--- src/rtl/tmr_pkg.sv ---
`timescale 1ns / 1ps
// ----------------------------------------------------------------------------
// Tick timer package
// Shared constants, codes and the bank write command for the tick timer.
// ----------------------------------------------------------------------------
package tmr_pkg;

  localparam int CHANNELS = 12;
  localparam int IDX_W    = (CHANNELS > 1) ? $clog2(CHANNELS) : 1;
  localparam int MASK_W   = 12;
  localparam int TIME_W   = 32;
  localparam int CHK_W    = 7;

  localparam logic [2:0] OP_TICK         = 3'd0;
  localparam logic [2:0] OP_SET          = 3'd1;
  localparam logic [2:0] OP_CANCEL_NOW   = 3'd2;
  localparam logic [2:0] OP_CANCEL_AFTER = 3'd3;
  localparam logic [2:0] OP_CLEAR_ALL    = 3'd4;

  localparam logic [1:0] ST_OK            = 2'd0;
  localparam logic [1:0] ST_INVALID       = 2'd1;
  localparam logic [1:0] ST_NOT_ARMED     = 2'd2;
  localparam logic [1:0] ST_ZERO_INTERVAL = 2'd3;

  typedef logic [IDX_W-1:0] idx_t;

  typedef struct packed {
    logic              arm;
    logic              disarm;
    logic              clear_all;
    logic              set_mode;
    logic              mode;
    logic              wr_deadline;
    logic              wr_interval;
    idx_t              idx;
    logic [TIME_W-1:0] deadline;
    logic [TIME_W-1:0] interval;
  } bank_cmd_t;

  function automatic idx_t to_idx(input logic [3:0] id);
    return IDX_W'(id);
  endfunction

endpackage

--- src/rtl/multi_channel_tick_timer_top.sv ---
`timescale 1ns / 1ps
// ----------------------------------------------------------------------------
// Multi-channel tick timer
// Bank of timer channels with set, cancel, clear-all and tick requests.
// ----------------------------------------------------------------------------
// A tick request walks the channels one per cycle through a single shared
// adder and comparator: each channel is scanned in turn, then the time
// advances, then the result register is loaded once it is free. Set, cancel,
// clear-all and invalid requests pass through the execute state before the
// result is loaded. The block is ready again the cycle after the result is
// loaded. One request is in work at a time; a new request is accepted while
// the previous result still waits in the output register.
module multi_channel_tick_timer_top
  import tmr_pkg::*;
(
  input  logic              clk,
  input  logic              rst,
  input  logic              in_valid,
  output logic              in_ready,
  input  logic [2:0]        operation,
  input  logic [3:0]        channel,
  input  logic [TIME_W-1:0] interval,
  input  logic              single_use,
  output logic              out_valid,
  input  logic              out_ready,
  output logic [MASK_W-1:0] fired_mask,
  output logic [1:0]        status
);

  localparam logic [2:0] S_IDLE = 3'd0;
  localparam logic [2:0] S_EXEC = 3'd1;
  localparam logic [2:0] S_SCAN = 3'd2;
  localparam logic [2:0] S_TIME = 3'd3;
  localparam logic [2:0] S_DONE = 3'd4;

  logic [2:0]          state, state_next;
  logic [2:0]          op_reg;
  logic [3:0]          id_reg;
  logic [TIME_W-1:0]   ivl_reg;
  logic                one_reg;
  idx_t                scan_idx;
  logic [TIME_W-1:0]   current_time;
  logic [MASK_W-1:0]   fired_acc;
  logic [1:0]          st_reg, st_next;

  bank_cmd_t           cmd;
  idx_t                rd_idx;
  logic [TIME_W-1:0]   rd_deadline, rd_interval;
  logic [CHANNELS-1:0] armed, one_shot;
  logic [TIME_W-1:0]   alu_b, alu_sum;
  logic                alu_equal;
  logic                id_bad, scan_last, hit;

  tmr_bank u_bank (
    .clk         (clk),
    .rst         (rst),
    .cmd         (cmd),
    .rd_idx      (rd_idx),
    .rd_deadline (rd_deadline),
    .rd_interval (rd_interval),
    .armed       (armed),
    .one_shot    (one_shot)
  );

  tmr_alu u_alu (
    .a     (current_time),
    .b     (alu_b),
    .c     (rd_deadline),
    .sum   (alu_sum),
    .equal (alu_equal)
  );

  assign in_ready  = (state == S_IDLE);
  assign id_bad    = (CHK_W'(id_reg) >= CHK_W'(CHANNELS));
  assign scan_last = (scan_idx == IDX_W'(CHANNELS - 1));
  assign rd_idx    = (state == S_SCAN) ? scan_idx : to_idx(id_reg);
  assign hit       = armed[rd_idx] && alu_equal;

  always_comb begin
    case (state)
      S_SCAN:  alu_b = rd_interval;
      S_TIME:  alu_b = TIME_W'(1);
      default: alu_b = ivl_reg;
    endcase
  end

  always_comb begin
    cmd          = '0;
    cmd.idx      = rd_idx;
    cmd.deadline = alu_sum;
    cmd.interval = ivl_reg;
    cmd.mode     = one_reg;
    st_next      = ST_OK;
    state_next   = state;
    case (state)
      S_IDLE: begin
        if (in_valid) begin
          state_next = (operation == OP_TICK) ? S_SCAN : S_EXEC;
        end
      end
      S_EXEC: begin
        state_next = S_DONE;
        case (op_reg)
          OP_SET: begin
            if (id_bad) begin
              st_next = ST_INVALID;
            end else if (ivl_reg == '0) begin
              st_next = ST_ZERO_INTERVAL;
            end else begin
              cmd.wr_interval = 1'b1;
              cmd.wr_deadline = 1'b1;
              cmd.set_mode    = 1'b1;
              cmd.arm         = 1'b1;
            end
          end
          OP_CANCEL_NOW: begin
            if (id_bad) begin
              st_next = ST_INVALID;
            end else if (!armed[rd_idx]) begin
              st_next = ST_NOT_ARMED;
            end else begin
              cmd.disarm = 1'b1;
            end
          end
          OP_CANCEL_AFTER: begin
            if (id_bad) begin
              st_next = ST_INVALID;
            end else begin
              cmd.set_mode = 1'b1;
              cmd.mode     = 1'b1;
            end
          end
          OP_CLEAR_ALL: begin
            cmd.clear_all = 1'b1;
          end
          default: begin
            st_next = ST_INVALID;
          end
        endcase
      end
      S_SCAN: begin
        // A fired periodic channel re-arms at now plus its interval.
        if (hit) begin
          cmd.disarm      = one_shot[rd_idx];
          cmd.wr_deadline = !one_shot[rd_idx];
        end
        if (scan_last) begin
          state_next = S_TIME;
        end
      end
      S_TIME: begin
        state_next = S_DONE;
      end
      S_DONE: begin
        if (!out_valid || out_ready) begin
          state_next = S_IDLE;
        end
      end
      default: begin
        state_next = S_IDLE;
      end
    endcase
  end

  always_ff @(posedge clk) begin
    if (rst) begin
      state        <= S_IDLE;
      current_time <= '0;
      out_valid    <= 1'b0;
    end else begin
      state <= state_next;
      if (state == S_EXEC && op_reg == OP_CLEAR_ALL) begin
        current_time <= '0;
      end else if (state == S_TIME) begin
        current_time <= alu_sum;
      end
      if (state == S_DONE && (!out_valid || out_ready)) begin
        out_valid <= 1'b1;
      end else if (out_ready) begin
        out_valid <= 1'b0;
      end
    end
  end

  always_ff @(posedge clk) begin
    if (in_valid && in_ready) begin
      op_reg    <= operation;
      id_reg    <= channel;
      ivl_reg   <= interval;
      one_reg   <= single_use;
      scan_idx  <= '0;
      fired_acc <= '0;
      st_reg    <= ST_OK;
    end else if (state == S_EXEC) begin
      st_reg <= st_next;
    end else if (state == S_SCAN) begin
      if (!scan_last) begin
        scan_idx <= scan_idx + IDX_W'(1);
      end
      // Channels beyond the mask width shift out and are not reported.
      if (hit) begin
        fired_acc <= fired_acc | (MASK_W'(1) << scan_idx);
      end
    end
    if (state == S_DONE && (!out_valid || out_ready)) begin
      fired_mask <= fired_acc;
      status     <= st_reg;
    end
  end

`ifndef SYNTHESIS
  a_fired_only_ok: assert property (@(posedge clk) disable iff (rst)
    (out_valid && fired_mask != '0) |-> (status == ST_OK))
    else $error("fired channels reported with a non-ok status");

  a_scan_in_range: assert property (@(posedge clk) disable iff (rst)
    (state == S_SCAN) |-> (scan_idx <= IDX_W'(CHANNELS - 1)))
    else $error("channel scan index out of range");

  a_clear_zeroes_time: assert property (@(posedge clk) disable iff (rst)
    (state == S_EXEC && op_reg == OP_CLEAR_ALL) |=> (current_time == '0 && armed == '0))
    else $error("clear-all left time or armed channels");

  a_one_shot_disarms: assert property (@(posedge clk) disable iff (rst)
    (state == S_SCAN && hit && one_shot[scan_idx]) |=> !armed[$past(scan_idx)])
    else $error("fired one-shot channel still armed");

  a_time_advances: assert property (@(posedge clk) disable iff (rst)
    (state == S_TIME) |=> (current_time == $past(current_time) + TIME_W'(1)))
    else $error("time did not advance after a tick scan");
`endif

endmodule

--- src/rtl/tmr_alu.sv ---
`timescale 1ns / 1ps
// ----------------------------------------------------------------------------
// Tick timer arithmetic unit
// The one adder and equality comparator shared by the set, scan and time steps.
// ----------------------------------------------------------------------------
module tmr_alu
  import tmr_pkg::*;
(
  input  logic [TIME_W-1:0] a,
  input  logic [TIME_W-1:0] b,
  input  logic [TIME_W-1:0] c,
  output logic [TIME_W-1:0] sum,
  output logic              equal
);

  // The sum wraps modulo 2^32, which is what deadlines need.
  assign sum   = a + b;
  assign equal = (a == c);

endmodule

--- src/rtl/tmr_bank.sv ---
`timescale 1ns / 1ps
// ----------------------------------------------------------------------------
// Tick timer channel bank
// Per-channel deadline, interval, armed and mode state with one write command
// and one read index per cycle.
// ----------------------------------------------------------------------------
module tmr_bank
  import tmr_pkg::*;
(
  input  logic                clk,
  input  logic                rst,
  input  bank_cmd_t           cmd,
  input  idx_t                rd_idx,
  output logic [TIME_W-1:0]   rd_deadline,
  output logic [TIME_W-1:0]   rd_interval,
  output logic [CHANNELS-1:0] armed,
  output logic [CHANNELS-1:0] one_shot
);

  logic [TIME_W-1:0] deadline [CHANNELS];
  logic [TIME_W-1:0] interval [CHANNELS];

  // Deadline and interval are only read for armed channels, and arming
  // always writes both, so they need no reset.
  always_ff @(posedge clk) begin
    if (cmd.wr_deadline) begin
      deadline[cmd.idx] <= cmd.deadline;
    end
    if (cmd.wr_interval) begin
      interval[cmd.idx] <= cmd.interval;
    end
  end

  always_ff @(posedge clk) begin
    if (rst) begin
      armed    <= '0;
      one_shot <= '1;
    end else begin
      if (cmd.clear_all) begin
        armed <= '0;
      end else if (cmd.arm) begin
        armed[cmd.idx] <= 1'b1;
      end else if (cmd.disarm) begin
        armed[cmd.idx] <= 1'b0;
      end
      if (cmd.set_mode) begin
        one_shot[cmd.idx] <= cmd.mode;
      end
    end
  end

  assign rd_deadline = deadline[rd_idx];
  assign rd_interval = interval[rd_idx];

endmodule

--- config.mk ---
export PLATFORM = sky130hd
export DESIGN_NAME = multi_channel_tick_timer_top
export DESIGN_NICKNAME = d
export VERILOG_FILES = /design/src/rtl/tmr_pkg.sv /design/src/rtl/multi_channel_tick_timer_top.sv /design/src/rtl/tmr_alu.sv /design/src/rtl/tmr_bank.sv
export SDC_FILE = /design/constraint.sdc
export NUM_CORES = 1
export LEC_CHECK = 0
export BUFFER_PORTS_ARGS = -buffer_cell sky130_fd_sc_hd__buf_2
export CORE_UTILIZATION = 60
export DETAILED_ROUTE_END_ITERATION = 16
export PLACE_DENSITY = 0.77
export SYNTH_ARGS = -nofsm -noshare
export SYNTH_HDL_FRONTEND = slang
export SYNTH_SLANG_ARGS = --single-unit
export TNS_END_PERCENT = 5
--- constraint.sdc ---
create_clock -name clk -period 15 [get_ports clk]
set_input_delay 3 -clock clk [delete_from_list [all_inputs] [get_ports clk]]
set_output_delay 3 -clock clk [all_outputs]
set_load 0.005 [all_outputs]
==> summary.txt <==
CTS
  – CTS buffer count: just under 90
  – Clk_lat worst skew: approximately 0.67 ns
  – # Post-CTS Setup Buffers: 0
  – Resized cells post-CTS: 0
  – Clock slew at reported path FFs: about 0.06 ns
  – Clock Path Buffers: 3
  – CTS root buffer: clkbuf_16
  – Clock sinks: 900
  – Cts hold-fix bufs: 0
  – CTS HTree Levels: 3
  – CTS tree: done

Timing
  – Slew HR: 0.0265
  – RSZ-0062 raised after global routing: false
  – Setup_tns: 0 ns
  – Final min period: between 8 and 9 ns
  – Worst hold slack: around 0.43 ns
  – Fmax: about 0.12 GHz
  – Fin. Hold Viols: 0
  – Worst clock skew: 0.0266 ns
  – Worst setup margin: 6.32 ns
  – Max-slew violations: 0
  – Period utilization: 0.579
  – Final setup fails: 0
  – Worst Tran Pin Value: 1.45 ns

Routing
  – Antenna viol nets, final: 0
  – DRC viols: 0
  – WL/cell: 27.5 um
  – Routed via count: 22586
  – Vias/cell: 6.63
  – DR pass1 iterations: 8
  – Post-Route WL: 93.6 mm
  – Drt initial violations: 2461

Global route
  – Remaining global-route overflow: 0
  – Most used routing layer: met2
  – First-pass GRT wire length: approximately 140 mm
  – Vias in the first global route: ~22000
  – Antenna violations before repair: 1
  – Overall Global Routing Usage: 0.296
  – GRT met1 Usage: 0.405
  – Largest net degree at the start of global routing: 95
  – GR met2 Demand/Resource: 0.474
  – GRT met3 Usage: 0.0520

Critical path
  – WS Path Type: reg -> reg
  – Most used cell, CP: o21ai_0
  – Slowest CP cell: dfxtp_1
  – Delay-heaviest family, CP: compound AO/OA/AOI/OAI gates
  – Startpoint types: register
  – R2r startpoint: scan_idx[0]$_SDFFE_PP0P_
  – CP Capture Type: register
  – Max FO, Critical Path: 94
  – Worst endpoint required time: 15.57 ns
  – Critical path, cell by cell: and4bb_1 > a21o_4 > buf_12 > buf_4 > mux4_2 > nand2_1 > a311o_1 > o21ai_0 > ha_1 > a21o_1 > a21o_1 > a2111oi_0 > o31ai_1 > a21oi_1 > o21ai_0 > a211oi_1 > o21ai_0 > xnor2_1 > nand2_1 > a21oi_1
  – Crit path buffers/inverters: 2
  – Worst Path Arrival: just over 9 ns
  – Critical Path Max Stage Delay: 0.97 ns
  – Origin of the worst setup path: scan_idx[0]$_SDFFE_PP0P_

Synthesis
  – Syn Nets: about 2500
  – Register bit count reported by yosys: 900
  – Post-Synthesis Cells: about 2400
  – Xor/xnor cell area share of the yosys netlist: 0.0146
  – Register area share after synthesis: 0.694
  – Number of synthesized flops with an enable pin: 822
  – Main synth FF type: edfxtp_1
  – Cell variety after synth: between 70 and 80
  – Compound-gate portion of the synthesized area: 0.0719
  – Largest family of logic cells by synthesized area: multiplexers
  – Synth area leaders: edfxtp_1, mux4_2, dfxtp_1, mux2i_1, nand2_1
  – Commonest cells post-synth: edfxtp_1, nand2_1, mux4_2, mux2i_1, o21ai_0
  – Syn_area_per_cell: 15.6 um2
  – Yosys warning count: 0
  – Fraction of synthesized area in multiplexers: 0.115
  – Synthesized-area fraction occupied by and/or/nand/nor cells: 0.0691
  – Adder-Cell Fraction of Synth Area: 0.0134
  – Combined area of all synthesized cells: 37800 um2
  – Most common cell in the netlist: edfxtp_1
  – Asr flop ratio synth: 0
  – Area leader, netlist: edfxtp_1
  – Area share of the largest cell type after synthesis: 0.652

Layout
  – Final Core Density: 0.680
  – Largest regs: u_bank.deadline (384), u_bank.interval (384)
  – Layout cell share with drive strength beyond 1: 0.172
  – Layout Cell Area excl Fill: roughly 42000 um2
  – Fill count: about 4000
  – Fin nets: between 2000 and 3000
  – Area Overhead vs Synth: 11.5%

Die
  – FP Rows: 91
  – Die Height: ~250 um
  – Initial Util: 0.610
  – IO Pins: 60
  – Die ar.: 64100 um2
  – Die W: 253 um
  – Core area: around 62000 um2

Pwr
  – Pwr dens: 129 nW/um2
  – Worst vdd ir: 0.141 mV
  – Leakage: 14.2 nW

Flow run
  – MaxCap Viol Count: 0

Placement
  – Hpwl dp: around 55 mm
  – Routability cong.: approximately 0.96
  – PortBufs: 59
  – Placement Setup Slack: roughly 6.4 ns
  – Area after DPL: 39200 um2

Hold path
  – Type of the tightest min-delay check: reg -> reg
  – HP Start: fired_acc[3]$_SDFFE_PP0P_

Run status
  – Status: completed
==> layout by cell type, fill, tap and decap left out, drive strengths merged, types with 38 or more instances in the layout <==
cell type	n
o21ai	92
inv	56
buf	113
nand2	304
nand3	42
mux4	139
nor2	97
clkinv	40
nor2b	38
ha	39
mux2i	115
dfxtp	78
a21oi	80
clkbuf	110
edfxtp	822
a211oi	47
xnor2	42
==> cells by family (layout without fill, tap and decap cells) <==
family                     count (synthesis)  after routing
DFF                                      900            900
and+or+nand+nor                          576            576
AOI/OAI and AO/OA                        400            400
muxes                                    259            259
buffers and inverters                    190            329
xor gates and xnor gates                  63             63
adders and majority gates                 40             40
other                                      0              2
==> through the flow <==
stage               std cells  total power (W)
finish                   3406          0.00544
global route             3404          0.00558
CTS                      3404          0.00546
detailed placement       3240          0.00324
global placement         3240          0.00323
floorplan                2428          0.00311
==> report_power, final <==
part	leakage, nW	switching (W)	internal [W]	total, W
registers	8.05	0.0000316	0.00277	0.00281
logic	4.67	0.000249	0.000138	0.000387
clock network	1.47	0.000952	0.00130	0.00225
==> worst paths after layout <==
kind / endpoint / slack (ns) / cells after the start
max reg2reg: current_time[29]$_SDFFE_PP0N_ / 6.32 / 20
min: fired_mask[3]$_DFFE_PP_ / 0.43 / 0
min reg2reg: fired_mask[3]$_DFFE_PP_ / 0.43 / 0
max: current_time[29]$_SDFFE_PP0N_ / 6.32 / 20
==> worst register-to-register path: stages, from the launching register on <==
cell,delay [ns]
dfxtp_1,0.97
and4bb_1,0.89
a21o_4,0.68
buf_12,0.65
buf_4,0.83
mux4_2,0.37
nand2_1,0.07
a311o_1,0.39
o21ai_0,0.26
ha_1,0.32
a21o_1,0.20
a21o_1,0.19
a2111oi_0,0.55
o31ai_1,0.18
a21oi_1,0.15
o21ai_0,0.14
a211oi_1,0.53
o21ai_0,0.19
xnor2_1,0.69
nand2_1,0.15
a21oi_1,0.21
==> layout make-up <==
cell class	count	area [um2]	area share
sequential	900	26200	0.622
clock buffer	110	2390	0.0566
tap	837	1050	0.0248
antenna	2	5.00	0.000119
inverter	52	195	0.00463
timing repair buffer	113	713	0.0169
clock inverter	54	593	0.0141
multi-input combinational	1338	11000	0.260
==> per-layer routing <==
| metal | part of all wire | vias to the layer above |
|---|---|---|
| met1 | 0.39 | 11472 |
| met3 | 0.092 | 219 |
| met5 | 0 | - |
| met4 | 0.038 | 0 |
| met2 | 0.48 | 1283 |
| li1 | - | 9612 |
Power figures use the tool's default switching activity.
